## config.mk

```make
export PLATFORM = sky130hd
export DESIGN_NAME = nibble_weight_column_sums_unit
export DESIGN_NICKNAME = d
export VERILOG_FILES = /design/src/design/nwcs_pkg.sv /design/src/design/nibble_weight_column_sums_unit.sv
export SDC_FILE = /design/constraint.sdc
export NUM_CORES = 2
export LEC_CHECK = 0
export ABC_CLOCK_PERIOD_IN_PS = 18400
export BUFFER_PORTS_ARGS = -buffer_cell sky130_fd_sc_hd__buf_2
export CELL_PAD_IN_SITES_DETAIL_PLACEMENT = 1
export CELL_PAD_IN_SITES_GLOBAL_PLACEMENT = 2
export CORE_AREA = 2 2 386 388
export DETAILED_ROUTE_END_ITERATION = 8
export DIE_AREA = 0 0 388 390
export GPL_ROUTABILITY_DRIVEN = 0
export GPL_TIMING_DRIVEN = 0
export PLACE_DENSITY_LB_ADDON = 0.12
export SYNTH_ARGS = -nofsm -noshare
export SYNTH_HDL_FRONTEND = slang
export SYNTH_SLANG_ARGS = --single-unit
```

## constraint.sdc

```tcl
create_clock -name clk -period 18.4 [get_ports clk]
set_clock_uncertainty 0.2 [all_clocks]
set_input_delay 3.68 -clock clk [delete_from_list [all_inputs] [get_ports clk]]
set_output_delay 3.68 -clock clk [all_outputs]
set_load 0.05 [all_outputs]
```

## src/design/nwcs_pkg.sv

```systemverilog
// package for the nibble weight column sums unit: widths, fp4 table, decode and add helpers
`timescale 1ns / 1ps

package nwcs_pkg;

  // reduction length of the weight record, bytes with k at or above it are dropped
  localparam int RED_LEN = 128;

  localparam int OFF_W  = 13;
  localparam int BYTE_W = 8;
  localparam int COL_W  = 7;
  localparam int SUM_W  = 12;
  localparam int WGT_W  = 5;   // decoded weight, -12..12
  localparam int ADDR_W = 6;   // address width, 64 entries per bank
  localparam int DEPTH  = 64;
  localparam int K_W    = 7;
  localparam int KCMP_W = 11;  // wide enough to hold RED_LEN up to 1024

  localparam int IN_TDATA_W  = 32;
  localparam int OUT_TDATA_W = 24;

  typedef enum logic {
    FUNC_ACC  = 1'b0,
    FUNC_READ = 1'b1
  } func_t;

  typedef enum logic {
    FMT_INT4 = 1'b0,
    FMT_FP4  = 1'b1
  } num_fmt_t;

  typedef logic signed [WGT_W-1:0] wgt_t;
  typedef logic signed [SUM_W-1:0] sum_t;

  localparam wgt_t FP4_TABLE [16] = '{
    5'sd0,  5'sd1,  5'sd2,  5'sd3,  5'sd4,  5'sd6,  5'sd8,  5'sd12,
    5'sd0, -5'sd1, -5'sd2, -5'sd3, -5'sd4, -5'sd6, -5'sd8, -5'sd12
  };

  localparam sum_t SUM_MAX = sum_t'(2047);
  localparam sum_t SUM_MIN = sum_t'(-2048);

  function automatic wgt_t decode_nibble(input num_fmt_t fmt, input logic [3:0] code);
    wgt_t v;
    if (fmt == FMT_FP4) begin
      v = FP4_TABLE[code];
    end else begin
      v = {code[3], code};
    end
    return v;
  endfunction

  // add one decoded weight to a sum, clamping at the 12-bit limits
  function automatic sum_t sat_add(input sum_t s, input wgt_t w);
    logic signed [SUM_W:0] t;
    logic signed [SUM_W:0] hi_lim;
    logic signed [SUM_W:0] lo_lim;
    sum_t r;
    hi_lim = {SUM_MAX[SUM_W-1], SUM_MAX};
    lo_lim = {SUM_MIN[SUM_W-1], SUM_MIN};
    t = {s[SUM_W-1], s} + {{(SUM_W+1-WGT_W){w[WGT_W-1]}}, w};
    if (t > hi_lim) begin
      r = SUM_MAX;
    end else if (t < lo_lim) begin
      r = SUM_MIN;
    end else begin
      r = t[SUM_W-1:0];
    end
    return r;
  endfunction

endpackage

```

## src/design/nibble_weight_column_sums_unit.sv

```systemverilog
// nibble weight column sums unit: two column-sum banks with read-modify-write and read-and-clear
// a read-and-clear word passes stage one, then its result is registered into the output register on out_
// throughput: one word per cycle; a read word holds off the input while it is in stage one, and any
// word waits while a result word is held by out_tready low
// the sums sit in two 64-entry banks (column bit 4 low / high), one read-modify-write each
// per word, with the previous write forwarded to the next read of the same entry
// reset (rst_n low, synchronous): per-entry valid bits clear, so every sum reads as zero at once
`timescale 1ns / 1ps

module nibble_weight_column_sums_unit
  import nwcs_pkg::*;
(
  input  logic                   clk,
  input  logic                   rst_n,

  input  logic                   cfg_wr_en,
  input  logic                   cfg_wr_data,      // number_format

  input  logic                   in_tvalid,
  output logic                   in_tready,
  input  logic [IN_TDATA_W-1:0]  in_tdata,         // byte_offset, weight_byte, column_select, zeros
  input  logic                   in_tuser,         // func

  output logic                   out_tvalid,
  input  logic                   out_tready,
  output logic [OUT_TDATA_W-1:0] out_tdata         // column_index, column_sum, zeros
);

  // input unpacking
  logic [OFF_W-1:0]  in_off;
  logic [BYTE_W-1:0] in_byte;
  logic [COL_W-1:0]  in_sel;
  func_t             in_func;

  assign in_off  = in_tdata[OFF_W-1:0];
  assign in_byte = in_tdata[OFF_W+BYTE_W-1:OFF_W];
  assign in_sel  = in_tdata[OFF_W+BYTE_W+COL_W-1:OFF_W+BYTE_W];
  assign in_func = func_t'(in_tuser);

  num_fmt_t fmt_r;

  always_ff @(posedge clk) begin
    if (!rst_n) begin
      fmt_r <= FMT_INT4;
    end else if (cfg_wr_en) begin
      fmt_r <= num_fmt_t'(cfg_wr_data);
    end
  end

  // stage one registers
  logic              s1_valid_r;
  func_t             s1_func_r;
  logic [ADDR_W-1:0] s1_addr_r;
  logic              s1_bank_r;
  logic              s1_kok_r;
  wgt_t              s1_lo_r;
  wgt_t              s1_hi_r;
  logic [COL_W-1:0]  s1_sel_r;

  // output register
  logic              out_valid_r;
  logic [COL_W-1:0]  out_index_r;
  sum_t              out_sum_r;

  logic in_acc;
  assign in_tready = !(s1_valid_r && (s1_func_r == FUNC_READ)) && (!out_valid_r || out_tready);
  assign in_acc    = in_tvalid && in_tready;

  // k = (row >> 1) * 4 + (offset & 3)
  logic [K_W-1:0]    in_k;
  logic              in_kok;
  logic [ADDR_W-1:0] rd_addr;

  assign in_k    = {in_off[12:8], in_off[1:0]};
  assign in_kok  = {{(KCMP_W-K_W){1'b0}}, in_k} < RED_LEN[KCMP_W-1:0];
  // bank address {b, group, column within 16}
  assign rd_addr = (in_func == FUNC_READ) ? {in_sel[6], in_sel[5], in_sel[3:0]} : in_off[7:2];

  always_ff @(posedge clk) begin
    if (!rst_n) begin
      s1_valid_r <= 1'b0;
    end else begin
      s1_valid_r <= in_acc;
    end
  end

  always_ff @(posedge clk) begin
    if (in_acc) begin
      s1_func_r <= in_func;
      s1_addr_r <= rd_addr;
      s1_bank_r <= in_sel[4];
      s1_kok_r  <= in_kok;
      s1_lo_r   <= decode_nibble(fmt_r, in_byte[3:0]);
      s1_hi_r   <= decode_nibble(fmt_r, in_byte[7:4]);
      s1_sel_r  <= in_sel;
    end
  end

  // banks: a holds columns with bit 4 clear (low nibbles), b with bit 4 set (high nibbles)
  sum_t mem_a [DEPTH];
  sum_t mem_b [DEPTH];
  logic [DEPTH-1:0] vld_a_r;
  logic [DEPTH-1:0] vld_b_r;
  sum_t rd_a_r;
  sum_t rd_b_r;
  logic rd_vld_a_r;
  logic rd_vld_b_r;

  logic we_a;
  logic we_b;
  sum_t wd_a;
  sum_t wd_b;

  always_ff @(posedge clk) begin
    if (we_a) begin
      mem_a[s1_addr_r] <= wd_a;
    end
    rd_a_r <= mem_a[rd_addr];
  end

  always_ff @(posedge clk) begin
    if (we_b) begin
      mem_b[s1_addr_r] <= wd_b;
    end
    rd_b_r <= mem_b[rd_addr];
  end

  always_ff @(posedge clk) begin
    if (!rst_n) begin
      vld_a_r <= '0;
      vld_b_r <= '0;
    end else begin
      if (we_a) begin
        vld_a_r[s1_addr_r] <= 1'b1;
      end
      if (we_b) begin
        vld_b_r[s1_addr_r] <= 1'b1;
      end
    end
  end

  always_ff @(posedge clk) begin
    rd_vld_a_r <= vld_a_r[rd_addr];
    rd_vld_b_r <= vld_b_r[rd_addr];
  end

  // write made at the edge of this stage's read, forwarded when it hits the same entry
  logic              fwd_a_en_r;
  logic              fwd_b_en_r;
  logic [ADDR_W-1:0] fwd_addr_r;
  sum_t              fwd_a_data_r;
  sum_t              fwd_b_data_r;

  always_ff @(posedge clk) begin
    if (!rst_n) begin
      fwd_a_en_r <= 1'b0;
      fwd_b_en_r <= 1'b0;
    end else begin
      fwd_a_en_r <= we_a;
      fwd_b_en_r <= we_b;
    end
  end

  always_ff @(posedge clk) begin
    fwd_addr_r   <= s1_addr_r;
    fwd_a_data_r <= wd_a;
    fwd_b_data_r <= wd_b;
  end

  sum_t cur_a;
  sum_t cur_b;

  always_comb begin
    if (fwd_a_en_r && (fwd_addr_r == s1_addr_r)) begin
      cur_a = fwd_a_data_r;
    end else if (rd_vld_a_r) begin
      cur_a = rd_a_r;
    end else begin
      cur_a = '0;
    end
    if (fwd_b_en_r && (fwd_addr_r == s1_addr_r)) begin
      cur_b = fwd_b_data_r;
    end else if (rd_vld_b_r) begin
      cur_b = rd_b_r;
    end else begin
      cur_b = '0;
    end
  end

  always_comb begin
    we_a = 1'b0;
    we_b = 1'b0;
    wd_a = sat_add(cur_a, s1_lo_r);
    wd_b = sat_add(cur_b, s1_hi_r);
    if (s1_valid_r) begin
      case (s1_func_r)
        FUNC_READ: begin
          // read and clear the selected entry
          we_a = !s1_bank_r;
          we_b = s1_bank_r;
          wd_a = '0;
          wd_b = '0;
        end
        default: begin
          we_a = s1_kok_r;
          we_b = s1_kok_r;
        end
      endcase
    end
  end

  logic s1_read_done;
  assign s1_read_done = s1_valid_r && (s1_func_r == FUNC_READ);

  logic out_valid_nxt;
  always_comb begin
    out_valid_nxt = out_valid_r;
    if (out_valid_r && out_tready) begin
      out_valid_nxt = 1'b0;
    end
    if (s1_read_done) begin
      out_valid_nxt = 1'b1;
    end
  end

  always_ff @(posedge clk) begin
    if (!rst_n) begin
      out_valid_r <= 1'b0;
    end else begin
      out_valid_r <= out_valid_nxt;
    end
  end

  always_ff @(posedge clk) begin
    if (s1_read_done) begin
      out_index_r <= s1_sel_r;
      out_sum_r   <= s1_bank_r ? cur_b : cur_a;
    end
  end

  assign out_tvalid = out_valid_r;
  assign out_tdata  = {{(OUT_TDATA_W-COL_W-SUM_W){1'b0}}, out_sum_r, out_index_r};

  // a finishing read always finds the output register free
  a_out_free: assert property (@(posedge clk) disable iff (!rst_n)
    s1_read_done |-> !out_valid_r)
    else $error("read result would overwrite a pending output word");

  // a read in flight holds off the next word
  a_read_stall: assert property (@(posedge clk) disable iff (!rst_n)
    s1_read_done |-> !in_tready)
    else $error("input accepted while a read is in stage one");

  // every read gives exactly one result word next cycle
  a_read_result: assert property (@(posedge clk) disable iff (!rst_n)
    s1_read_done |=> out_valid_r)
    else $error("read did not produce a result word");

  // forwarding only follows a real write from stage one
  a_fwd_src: assert property (@(posedge clk) disable iff (!rst_n)
    (fwd_a_en_r || fwd_b_en_r) |-> $past(s1_valid_r))
    else $error("forwarding flag without a preceding write");

endmodule

```

==> metrics.md <==
| Metric | Value |
|---|---|
| Mapped Cells | between 5000 and 6000 |
| R2R Setup Slk | approximately 11000 ps |
| Top cells by area, synth | edfxtp_1 (67%), nand2_1 (6.5%), dfxtp_1 (5.4%), a21oi_1 (3.1%), nand3_1 (3.0%) |
| Yosys cell types | ~70 |
| Failing checks | max-capacitance violations, max-slew violations |
| Most frequent cells in the layout | edfxtp_1 (1579), nand2_1 (1210), a21oi_1 (439), nand3_1 (424), nor2_1 (348) |
| Postcts setup bufs | 0 |
| Gr ovfl total | 0 |
| Max Cap Viol | 5 |
| CP Max Fanout | 4 |
| Final core occ | about 55% |
| Asr flop ratio synth | 0% |
| Number of flops mapped to enable cells by yosys | ~1600 |
| Ordered cell list for the critical path | buf_2, inv_1, a21oi_1, buf_2 |
| Layout cells sized above 1 | 12.72% |
| Placed wire-length estimate | between 150000 and 200000 um |
| Register clock-pin slew on the reported worst setup and hold paths | 60 ps |
| Relative slew margins | -5.762% |
| Register area share after synthesis | just over 70% |
| Top Ports | 65 |
| Power Density | roughly 130 nW/um2 |
| Max incr delay on CP | 310 ps |
| P&R area growth vs syn | 15.46% |
| Worst Setup SP | out_tready |
| Die Span X | 388 um |
| Peak VDD IR | ~0.11 mV |
| Worst min path class | reg -> reg |
| Clock root cell | clkbuf_16 |
| CTS resizes | 0 |
| Yosys reg bits | ~1800 |
| Number of global-route vias before repair | slightly above 50000 |
| Fillers | roughly 15000 |
| Clock share of power | approximately a third |
| Combinational share of power | roughly a fifth |
| Nets | 5984 |
| Status | finished, violations left |
| H-tree levels | 4 |
| Synth warnings | 0 |
| Largest area contributor in the netlist | edfxtp_1 |
| Ys flop type | edfxtp_1 |
| Vias after detailed routing | ~50000 |
| Initial antenna violation count | 15 |
| Largest net degree at the start of global routing | 66 |
| Crit end category | output pin |
| Std cell rows | around 140 |
| Fin Setup TNS | 0 ps |
| Top cell type's share of synthesized area | just under 70% |
| Drt pass-1 iters | 5 |
| Hold Startpoint | s1_addr_r[4] |
| Critical path type | in -> out |
| Worst path most repeated cell | buf_2 |
| Static Leakage | approximately 27 nW |
| Clock tree buffer depth | 3 |
| Skew-Pair Late Insertion Delay | 850 ps |
| DRC violations left | 0 |
| CP arrival | 4330 ps |
| Capturing point of the worst reg2reg path | mem_b[61][3] |
| Commonest non-fill, non-tap cell in the layout | edfxtp_1 |
| Port bufs | 45 |
| Post-route clock period utilization | 44.62% |
| Via/cell ratio | 6.309 |
| Mean Syn Cell Area | between 10 and 15 um2 |
| Die area | ~150000 um2 |
| Peak Freq | 0.1218 GHz |
| Hold WS | about 170 ps |
| CP max-delay cell | buf_2 |
| Total Routing Usage GR | approximately 34% |
| Psw | ~3.2 mW |
| Setup violators final | 0 |
| Placed Area | about 75000 um2 |
| Core region area | roughly 150000 um2 |
| Die height | a little under 400 um |
| Crit path required time | ~15000 ps |
| Total wire length | between 200000 and 300000 um |
| Internal | roughly 7.6 mW |
| Per-cell routed wire length | approximately 33 um |
| First-pass GRT wire length | approximately 370000 um |
| Worst-margin pin slew | between 1500 and 2000 ps |
| Sw Ratio | 29.65% |
| Initial DRC count | 6245 |
| Num CTS Buffers | ~180 |
| Crit path to | in_tready |
| Clock sink total | about 1800 |
| Cells on worst reg2reg path | 22 |
| Pins Over Slew Limit | 15 |
| RSZ-0062 raised after global routing | no |
| Final Hold Viols | 0 |
| Post-route cell area | slightly above 80000 um2 |
| Final ANT Viol Nets | 0 |
| Min Tclk post-route | approximately 8200 ps |
| Starting Density | between 40% and 50% |
| TritonCTS clock tree | yes |
| Crit Reg-Reg Startpoint | s1_addr_r[5] |
| Synth Cell Area | 70400 um2 |
| Startpoint types | primary input |
| Reg power frac | a little under half |
| Hold-fix buffers at CTS | 0 |
[sequential cells by signal (all words and copies together), names as in the netlist, 12 cells and up]
signal	cells
fwd_b_data_r	12
rd_b_r	12
mem_b	768
fwd_a_data_r	12
mem_a	768
vld_b_r	64
rd_a_r	12
vld_a_r	64
out_sum_r	12
[worst max-delay path, delay by kind of cell]
family                 cells  cell delay [ps]
AO/OA/AOI/OAI              1              230
buffers and inverters      3              410
[Yosys cell counts (all sizes together), types with 4 or more instances]
library cell	number
edfxtp	1579
nand2	1210
a21oi	439
nor2	430
nand3	424
buf	205
a221oi	192
dfxtp	189
clkbuf	172
a211oi	144
o22ai	99
inv	55
o21ai	53
nor4	50
ha	34
nor3	30
o21bai	25
o41ai	23
o21a	21
a21o	17
o31ai	16
mux2	15
a31oi	13
xnor2	13
o211ai	11
o221ai	10
xor2	10
mux2i	6
nand2b	6
or3	6
and2	5
a22o	4
a32oi	4
nor2b	4
[power groups by stage]
stage               registers, mW  clock network, mW  logic [mW]
finish                       5.05               3.65        2.04
floorplan                    5.19                  0       0.738
detailed placement           5.13                  0        1.99
global route                 5.05               3.82        2.10
CTS                          5.05               3.67        2.00
global placement             5.34                  0        1.59
[kinds of logic (layout without fill, tap and decap cells)]
group | count (synthesis) | in the layout | synth area share [%]
AOI/OAI and AO/OA | 1092 | 1092 | 10.37
xor gates and xnor gates | 23 | 23 | 0.2861
adders and majority gates | 36 | 36 | 0.6611
buffers and inverters | 434 | 942 | 2.785
DFF | 1768 | 1768 | 72.72
muxes | 21 | 21 | 0.3785
other | 1 | 8 | 0.005327
and+or+nand+nor | 2181 | 2181 | 12.79
[area by class of cell]
cell class / count / area, um2 / area share [%]
repair buffers: 164 / 2067 / 2.543
clock buffers: 269 / 5126 / 6.306
inverters: 57 / 214.0 / 0.2632
multi-input cells: 3358 / 17810 / 21.91
well taps: 1930 / 2415 / 2.971
diodes: 3 / 7.507 / 0.009235
flip-flops and latches: 1768 / 51200 / 62.98
clock inverters: 75 / 701.9 / 0.8635
plain buffers: 377 / 1749 / 2.152
[layer usage]
layer / up-vias / wire [um] / GRT usage (%)
met3: 458 / 24920 / 7.248
met2: 2475 / 119400 / 52.93
met5: - / 38 / 0
met1: 26201 / 105900 / 47.51
met4: 6 / 10430 / 12.61
li1: 21341 / - / -
[how the worst min path moves through the flow]
stage	endpoint	slack [ps]	cells past startpoint
after CTS	fwd_addr_r[0]	160	0
after global routing	fwd_addr_r[0]	170	0
after global placement	fwd_addr_r[1]	150	0
final	fwd_addr_r[4]	170	0
after detailed placement	fwd_addr_r[1]	160	0
after floorplan	fwd_addr_r[0]	150	0
[metrics by stage]
stage               cells  total power, mW  setup slack, ps
floorplan            5560            5.926             9958
global placement     7535            6.927           -370.9
detailed placement   7646            7.122            10160
CTS                  7990            10.72            10190
global route         7998            10.97            10150
finish               8001            10.74            10190
(Power assumes the default switching activity.)
